## src/rtl/core/rlm_pkg.sv

```systemverilog
`timescale 1ns / 1ps
// ============================================================================
// rlm_pkg
// Shared types and constants for the RMS level meter.
// ============================================================================
package rlm_pkg;

    localparam int MAX_FRAME   = 1024;
    localparam int SAMPLE_BITS = 16;

    localparam int RMS_W   = 16;
    localparam int COUNT_W = 11;
    localparam int MAG_W   = SAMPLE_BITS;
    localparam int SQ_W    = 2 * MAG_W;
    localparam int SUM_W   = 41;
    localparam int MEAN_W  = 32;

    localparam int DIV_STEPS  = SUM_W;
    localparam int SQRT_STEPS = MEAN_W / 2;
    localparam int STEP_W     = $clog2(DIV_STEPS);

    typedef struct packed {
        logic signed [15:0] sample;
        logic               last;
    } rlm_in_t;

    typedef struct packed {
        logic [RMS_W-1:0]   rms;
        logic [COUNT_W-1:0] sample_count;
        logic               overflow;
    } rlm_out_t;

    typedef struct packed {
        logic [SUM_W-1:0]   square_sum;
        logic [COUNT_W-1:0] count;
        logic               overflow;
    } rlm_frame_t;

endpackage

```

## src/rtl/core/rms_level_meter_unit.sv

```systemverilog
`timescale 1ns / 1ps
// ============================================================================
// rms_level_meter_unit
// Frame RMS level meter: sums sample squares, then floor(sqrt(sum / count)).
// ============================================================================
//  channel   dir   payload      handshake
//  s_*       in    rlm_in_t     s_valid / s_ready, one sample per beat
//  m_*       out   rlm_out_t    m_valid / m_ready, one result per frame
//
//  Samples are taken one per cycle while s_ready is high; a beat with last set
//  hands the frame to a two-entry queue. The back part then divides the sum by
//  the count, takes the root and hands the result to the output register.
//  s_ready drops only while the queue holds two frames; m_ready low holds
//  the result register and then the back part. Reset clears all control.
// ============================================================================
module rms_level_meter_unit
    import rlm_pkg::*;
(
    input  logic     aclk,
    input  logic     aresetn,
    input  logic     s_valid,
    output logic     s_ready,
    input  rlm_in_t  s_data,
    output logic     m_valid,
    input  logic     m_ready,
    output rlm_out_t m_data
);

    logic       push_valid;
    logic       push_ready;
    rlm_frame_t push_data;
    logic       pop_valid;
    logic       pop_ready;
    rlm_frame_t pop_data;

    rlm_front u_front (
        .aclk       (aclk),
        .aresetn    (aresetn),
        .s_valid    (s_valid),
        .s_ready    (s_ready),
        .s_data     (s_data),
        .push_valid (push_valid),
        .push_ready (push_ready),
        .push_data  (push_data)
    );

    rlm_queue u_queue (
        .aclk       (aclk),
        .aresetn    (aresetn),
        .push_valid (push_valid),
        .push_ready (push_ready),
        .push_data  (push_data),
        .pop_valid  (pop_valid),
        .pop_ready  (pop_ready),
        .pop_data   (pop_data)
    );

    rlm_back u_back (
        .aclk      (aclk),
        .aresetn   (aresetn),
        .pop_valid (pop_valid),
        .pop_ready (pop_ready),
        .pop_data  (pop_data),
        .m_valid   (m_valid),
        .m_ready   (m_ready),
        .m_data    (m_data)
    );

endmodule

```

## src/rtl/core/rlm_front.sv

```systemverilog
`timescale 1ns / 1ps
// ============================================================================
// rlm_front
// Squares and accumulates samples; hands off a closed frame on the last beat.
// ============================================================================
module rlm_front
    import rlm_pkg::*;
(
    input  logic       aclk,
    input  logic       aresetn,
    input  logic       s_valid,
    output logic       s_ready,
    input  rlm_in_t    s_data,
    output logic       push_valid,
    input  logic       push_ready,
    output rlm_frame_t push_data
);

    logic [SUM_W-1:0]   sum_reg,   sum_next;
    logic [COUNT_W-1:0] count_reg, count_next;
    logic               ovf_reg,   ovf_next;

    logic               accept;
    logic               full;
    logic [MAG_W-1:0]   raw;
    logic [MAG_W-1:0]   mag;
    logic [SQ_W-1:0]    sq;
    logic [SUM_W-1:0]   acc_sum;
    logic [COUNT_W-1:0] acc_count;
    logic               acc_ovf;

    assign s_ready = push_ready;
    assign accept  = s_valid && s_ready;
    assign full    = (count_reg == COUNT_W'(MAX_FRAME));

    assign raw = s_data.sample[MAG_W-1:0];
    assign mag = raw[MAG_W-1] ? (~raw + MAG_W'(1)) : raw;
    assign sq  = mag * mag;

    always_comb begin
        if (full) begin
            acc_sum   = sum_reg;
            acc_count = count_reg;
            acc_ovf   = 1'b1;
        end else begin
            acc_sum   = sum_reg + SUM_W'(sq);
            acc_count = count_reg + COUNT_W'(1);
            acc_ovf   = ovf_reg;
        end
    end

    assign push_valid           = accept && s_data.last;
    assign push_data.square_sum = acc_sum;
    assign push_data.count      = acc_count;
    assign push_data.overflow   = acc_ovf;

    always_comb begin
        sum_next   = sum_reg;
        count_next = count_reg;
        ovf_next   = ovf_reg;
        if (accept) begin
            if (s_data.last) begin
                sum_next   = '0;
                count_next = '0;
                ovf_next   = 1'b0;
            end else begin
                sum_next   = acc_sum;
                count_next = acc_count;
                ovf_next   = acc_ovf;
            end
        end
    end

    always_ff @(posedge aclk) begin
        if (!aresetn) begin
            sum_reg   <= '0;
            count_reg <= '0;
            ovf_reg   <= 1'b0;
        end else begin
            sum_reg   <= sum_next;
            count_reg <= count_next;
            ovf_reg   <= ovf_next;
        end
    end

endmodule

```

## src/rtl/core/rlm_queue.sv

```systemverilog
`timescale 1ns / 1ps
// ============================================================================
// rlm_queue
// Two-entry queue of closed frames between front and back.
// ============================================================================
module rlm_queue
    import rlm_pkg::*;
(
    input  logic       aclk,
    input  logic       aresetn,
    input  logic       push_valid,
    output logic       push_ready,
    input  rlm_frame_t push_data,
    output logic       pop_valid,
    input  logic       pop_ready,
    output rlm_frame_t pop_data
);

    rlm_frame_t mem_reg [2];
    logic       wr_ptr_reg, wr_ptr_next;
    logic       rd_ptr_reg, rd_ptr_next;
    logic [1:0] fill_reg,   fill_next;
    logic       do_push;
    logic       do_pop;

    assign push_ready = (fill_reg != 2'd2);
    assign pop_valid  = (fill_reg != 2'd0);
    assign pop_data   = mem_reg[rd_ptr_reg];
    assign do_push    = push_valid && push_ready;
    assign do_pop     = pop_valid && pop_ready;

    always_comb begin
        wr_ptr_next = do_push ? ~wr_ptr_reg : wr_ptr_reg;
        rd_ptr_next = do_pop  ? ~rd_ptr_reg : rd_ptr_reg;
        fill_next   = fill_reg + 2'(do_push) - 2'(do_pop);
    end

    always_ff @(posedge aclk) begin
        if (do_push) begin
            mem_reg[wr_ptr_reg] <= push_data;
        end
    end

    always_ff @(posedge aclk) begin
        if (!aresetn) begin
            wr_ptr_reg <= 1'b0;
            rd_ptr_reg <= 1'b0;
            fill_reg   <= 2'd0;
        end else begin
            wr_ptr_reg <= wr_ptr_next;
            rd_ptr_reg <= rd_ptr_next;
            fill_reg   <= fill_next;
        end
    end

endmodule

```

## src/rtl/core/rlm_back.sv

```systemverilog
`timescale 1ns / 1ps
// ============================================================================
// rlm_back
// Per frame: restoring divide of the sum by the count, then a bitwise
// integer square root; the result goes to the output register.
// ============================================================================
module rlm_back
    import rlm_pkg::*;
(
    input  logic       aclk,
    input  logic       aresetn,
    input  logic       pop_valid,
    output logic       pop_ready,
    input  rlm_frame_t pop_data,
    output logic       m_valid,
    input  logic       m_ready,
    output rlm_out_t   m_data
);

    localparam logic [1:0] ST_IDLE = 2'd0;
    localparam logic [1:0] ST_DIV  = 2'd1;
    localparam logic [1:0] ST_SQRT = 2'd2;
    localparam logic [1:0] ST_HOLD = 2'd3;

    logic [1:0]         state_reg, state_next;
    logic [STEP_W-1:0]  step_reg,  step_next;
    logic [SUM_W-1:0]   dvd_reg,   dvd_next;
    logic [COUNT_W-1:0] rem_reg,   rem_next;
    logic [COUNT_W-1:0] cnt_reg,   cnt_next;
    logic               ovf_reg,   ovf_next;
    logic [MEAN_W-1:0]  v_reg,     v_next;
    logic [MEAN_W-1:0]  root_reg,  root_next;
    logic [MEAN_W-1:0]  bit_reg,   bit_next;
    logic               mvalid_reg, mvalid_next;
    rlm_out_t           mdata_reg,  mdata_next;

    logic [COUNT_W:0]   trial_rem;
    logic               rem_ge;
    logic [MEAN_W-1:0]  trial_root;
    logic               root_ge;
    logic               out_free;

    assign trial_rem  = {rem_reg, dvd_reg[SUM_W-1]};
    assign rem_ge     = (trial_rem >= {1'b0, cnt_reg});
    assign trial_root = root_reg + bit_reg;
    assign root_ge    = (v_reg >= trial_root);
    assign out_free   = !mvalid_reg || m_ready;

    assign pop_ready = (state_reg == ST_IDLE);
    assign m_valid   = mvalid_reg;
    assign m_data    = mdata_reg;

    always_comb begin
        state_next  = state_reg;
        step_next   = step_reg;
        dvd_next    = dvd_reg;
        rem_next    = rem_reg;
        cnt_next    = cnt_reg;
        ovf_next    = ovf_reg;
        v_next      = v_reg;
        root_next   = root_reg;
        bit_next    = bit_reg;
        mvalid_next = mvalid_reg && !m_ready;
        mdata_next  = mdata_reg;
        unique case (state_reg)
            ST_IDLE: begin
                if (pop_valid) begin
                    dvd_next   = pop_data.square_sum;
                    cnt_next   = pop_data.count;
                    ovf_next   = pop_data.overflow;
                    rem_next   = '0;
                    step_next  = '0;
                    state_next = ST_DIV;
                end
            end
            ST_DIV: begin
                if (rem_ge) begin
                    rem_next = COUNT_W'(trial_rem - {1'b0, cnt_reg});
                end else begin
                    rem_next = trial_rem[COUNT_W-1:0];
                end
                dvd_next  = {dvd_reg[SUM_W-2:0], rem_ge};
                step_next = step_reg + STEP_W'(1);
                if (step_reg == STEP_W'(DIV_STEPS - 1)) begin
                    step_next  = '0;
                    state_next = ST_SQRT;
                    root_next  = '0;
                    bit_next   = MEAN_W'(1) << (MEAN_W - 2);
                    if (cnt_reg == '0) begin
                        v_next = '0;
                    end else begin
                        v_next = dvd_next[MEAN_W-1:0];
                    end
                end
            end
            ST_SQRT: begin
                if (root_ge) begin
                    v_next    = v_reg - trial_root;
                    root_next = (root_reg >> 1) + bit_reg;
                end else begin
                    root_next = root_reg >> 1;
                end
                bit_next  = bit_reg >> 2;
                step_next = step_reg + STEP_W'(1);
                if (step_reg == STEP_W'(SQRT_STEPS - 1)) begin
                    step_next  = '0;
                    state_next = ST_HOLD;
                end
            end
            ST_HOLD: begin
                if (out_free) begin
                    mvalid_next             = 1'b1;
                    mdata_next.rms          = root_reg[RMS_W-1:0];
                    mdata_next.sample_count = cnt_reg;
                    mdata_next.overflow     = ovf_reg;
                    state_next              = ST_IDLE;
                end
            end
            default: begin
                state_next = ST_IDLE;
            end
        endcase
    end

    always_ff @(posedge aclk) begin
        dvd_reg   <= dvd_next;
        rem_reg   <= rem_next;
        cnt_reg   <= cnt_next;
        ovf_reg   <= ovf_next;
        v_reg     <= v_next;
        root_reg  <= root_next;
        bit_reg   <= bit_next;
        mdata_reg <= mdata_next;
    end

    always_ff @(posedge aclk) begin
        if (!aresetn) begin
            state_reg  <= ST_IDLE;
            step_reg   <= '0;
            mvalid_reg <= 1'b0;
        end else begin
            state_reg  <= state_next;
            step_reg   <= step_next;
            mvalid_reg <= mvalid_next;
        end
    end

endmodule
```

## config.mk

```make
export PLATFORM = sky130hd
export DESIGN_NAME = rms_level_meter_unit
export DESIGN_NICKNAME = d
export VERILOG_FILES = /design/src/rtl/core/rlm_pkg.sv /design/src/rtl/core/rms_level_meter_unit.sv /design/src/rtl/core/rlm_front.sv /design/src/rtl/core/rlm_queue.sv /design/src/rtl/core/rlm_back.sv
export SDC_FILE = /design/constraint.sdc
export NUM_CORES = 1
export LEC_CHECK = 0
export BUFFER_PORTS_ARGS = -buffer_cell sky130_fd_sc_hd__clkbuf_2
export CAP_MARGIN = 20
export CELL_PAD_IN_SITES_DETAIL_PLACEMENT = 1
export CELL_PAD_IN_SITES_GLOBAL_PLACEMENT = 1
export CORE_AREA = 2 2 306 308
export CTS_BUF_LIST = sky130_fd_sc_hd__clkbuf_4
export DETAILED_ROUTE_END_ITERATION = 8
export DIE_AREA = 0 0 308 310
export GPL_ROUTABILITY_DRIVEN = 0
export HOLD_SLACK_MARGIN = 0.06
export PLACE_DENSITY = 0.61
export SLEW_MARGIN = 10
export SYNTH_ARGS = -nofsm -noshare
export SYNTH_HDL_FRONTEND = slang
export SYNTH_HIERARCHICAL = 1
export SYNTH_SLANG_ARGS = --single-unit
export TNS_END_PERCENT = 100
```

## constraint.sdc

```tcl
create_clock -name aclk -period 7.6 [get_ports aclk]
set_input_delay 0.76 -clock aclk [delete_from_list [all_inputs] [get_ports aclk]]
set_output_delay 0.76 -clock aclk [all_outputs]
set_load 0.01 [all_outputs]
```

==> reports/metrics.cfg <==
[floorplanning]
io_pins = 51
die_w_um = 308
num_rows = 112
fp.dieH_um = 310
start_util_pct = 29.58
core_area_um2 = 92490
design.die.area_um2 = 95480

[cts]
ctsHoldBuffers = 0
cts_inserted_buffers = 95
ctsHtreeMaxLevel = 3
ctsResizeCount = 0
clkSlewWorstSetupHoldPaths_ps = 60
clockBufferDepth = 3
postCtsSetupRepairBufs = 0
cts_root_buf = clkbuf_4
insertion_delay_ps = 870
cts.sinks = 345
cts_tree = built

[worst_setup_path]
crit_fanout = 7
worstSetupEndpointType = flop
cp_data_required_time_ps = 8180
crit_type = in -> reg
arrival_ps = 7600
worstSetupStartpointType = primary input

[synth]
ys_types = 88
ys.flop_type = edfxtp_1
ys_seq_area_share_pct = 35.41
syn_area_per_cell_um2 = 10.13
synth_seq_cells = 345
netlist_top_cells_area = edfxtp_1 31%, fa_1 14%, ha_1 8.9%
synth_top_area_share_pct = 30.51
postSynthCellCount = 2700
synth-edff-count = 278
synth_area_um2 = 27360
yosys_warnings = 6
async_flop_share_pct = 0
synth_top_cell_by_area = edfxtp_1

[grt]
grt_pass1_vias = 21671
antenna_found_initial = 2
grt_overflow = 0
grt_max_degree = 57
grt_pass1_wl_um = 114400
grt_usage_pct = 14.81

[finish]
fin_cells = 4279
final_util_pct = 34.43
final_cell_mix = 392 x inv_1, 278 x edfxtp_1, 255 x nand2_1
drive_above_1_share_pct = 19.51
largest_reg_flops = 106
syn_to_final_growth_pct = 16.38
final_nets = 3412
layout_commonest_cell = inv_1
fin_area_um2 = 31840

[detailed_routing]
vias = 20166
firstDrtPassIters = 4
drc = 0
ant_nets = 0
routed_wl_um = 69370
viasPerCell = 4.713
drt_first_iter_violations = 845
wl_per_cell_um = 16.21

[placed_design]
dp.cells = 4102
placed_area_um2 = 30560
port_buffers = 50
place_hpwl_um = 54360

[sta]
drv_slew = 0
setup_viol = 0
min_period_ps = 7014
timing.fmax_mhz = 142.6
final.period_utilization_pct = 92.29
skew_ps = 99.58
worst_pin_slew_ps = 1026
rsz0062_at_grt = false
relSlewSlack_pct = 31.60
hold_viol_final = 0

[status]
status = finished clean

[worst_hold_path]
hp-class = in -> reg

[flow_run]
maxCapViolCount = 0

## path summary, 6_finish.rpt
kind,startpoint,end,slack (ps),cells past startpoint
setup / recovery,s_data[10],u_queue/mem_reg[0][45]$_DFFE_PP_,590,26
hold / removal,m_ready,u_back/m_valid$_SDFF_PN0_,340,3
setup reg to reg,u_back/root_reg[2]$_SDFFCE_PN0P_,u_back/v_reg[31]$_DFFE_PP_,1590,19
hold reg to reg,u_back/ovf_reg$_DFFE_PP_,u_back/m_data[0]$_DFFE_PP_,460,0
## through the flow
step                      hold slack (ps)  setup slack [ps]  setup TNS, ps
after global routing                289.6             209.4              0
after floorplan                     400.3             10.12              0
after detailed placement            435.3            -355.9         -11830
after global placement              401.8            -287.1          -7699
final                               343.6             586.3              0
after CTS                           212.0             636.1              0
## critical path: stages
cell      delay, ps
clkbuf_2         90
nor4_1          390
nand3_1         220
o21ai_0         260
xor2_1          250
clkinv_2        190
nand2_1         130
inv_1            60
fa_1            480
inv_1            60
fa_1            440
fa_1            540
inv_1            50
fa_1            530
inv_1            50
fa_1            470
inv_1            50
fa_1            430
ha_1            360
and4_1          240
and3_1          180
a22o_1          220
or4b_4          600
a31oi_2         170
xnor2_1         100
mux2_4          270
## per-layer routing
| metal | vias up | GRT usage (%) | wire, um |
|---|---|---|---|
| met5 | - | 0 | 7 |
| met4 | 2 | 3.959 | 952 |
| met3 | 59 | 1.546 | 1594 |
| met2 | 199 | 25.74 | 33660 |
| met1 | 9969 | 19.62 | 33160 |
| li1 | 9937 | - | - |
## synth_stat cells (53+ instances only)
cell,count
fa_1,194
mux2_2,53
inv_1,392
xnor2_1,72
edfxtp_1,278
o21ai_0,122
nand2_1,255
clkbuf_1,60
dfxtp_1,67
a21oi_1,123
ha_1,195
nor2_1,186
xor2_1,68
## cells by family after synthesis
kind of cell             share of synthesized area (%)
flip-flops                                       35.41
XOR/XNOR                                         4.481
other                                          0.02745
AO/OA/AOI/OAI                                    12.45
multiplexers                                     5.382
buffers and inverters                            7.230
adder cells (fa/ha/maj)                          23.11
AND/OR/NAND/NOR                                  11.91
## area by class of cell
class	count	area (um2)
diodes	1	2.502
clock buffers	153	1149
clock inverters	23	133.9
fillers	10721	60650
inverters	400	1506
multi-input cells	1874	15810
flip-flops and latches	345	9693
well taps	1197	1498
repair buffers	286	2047
Power is not shown: default switching activity piles up to over one toggle a cycle in this logic, so the estimate is an artifact.
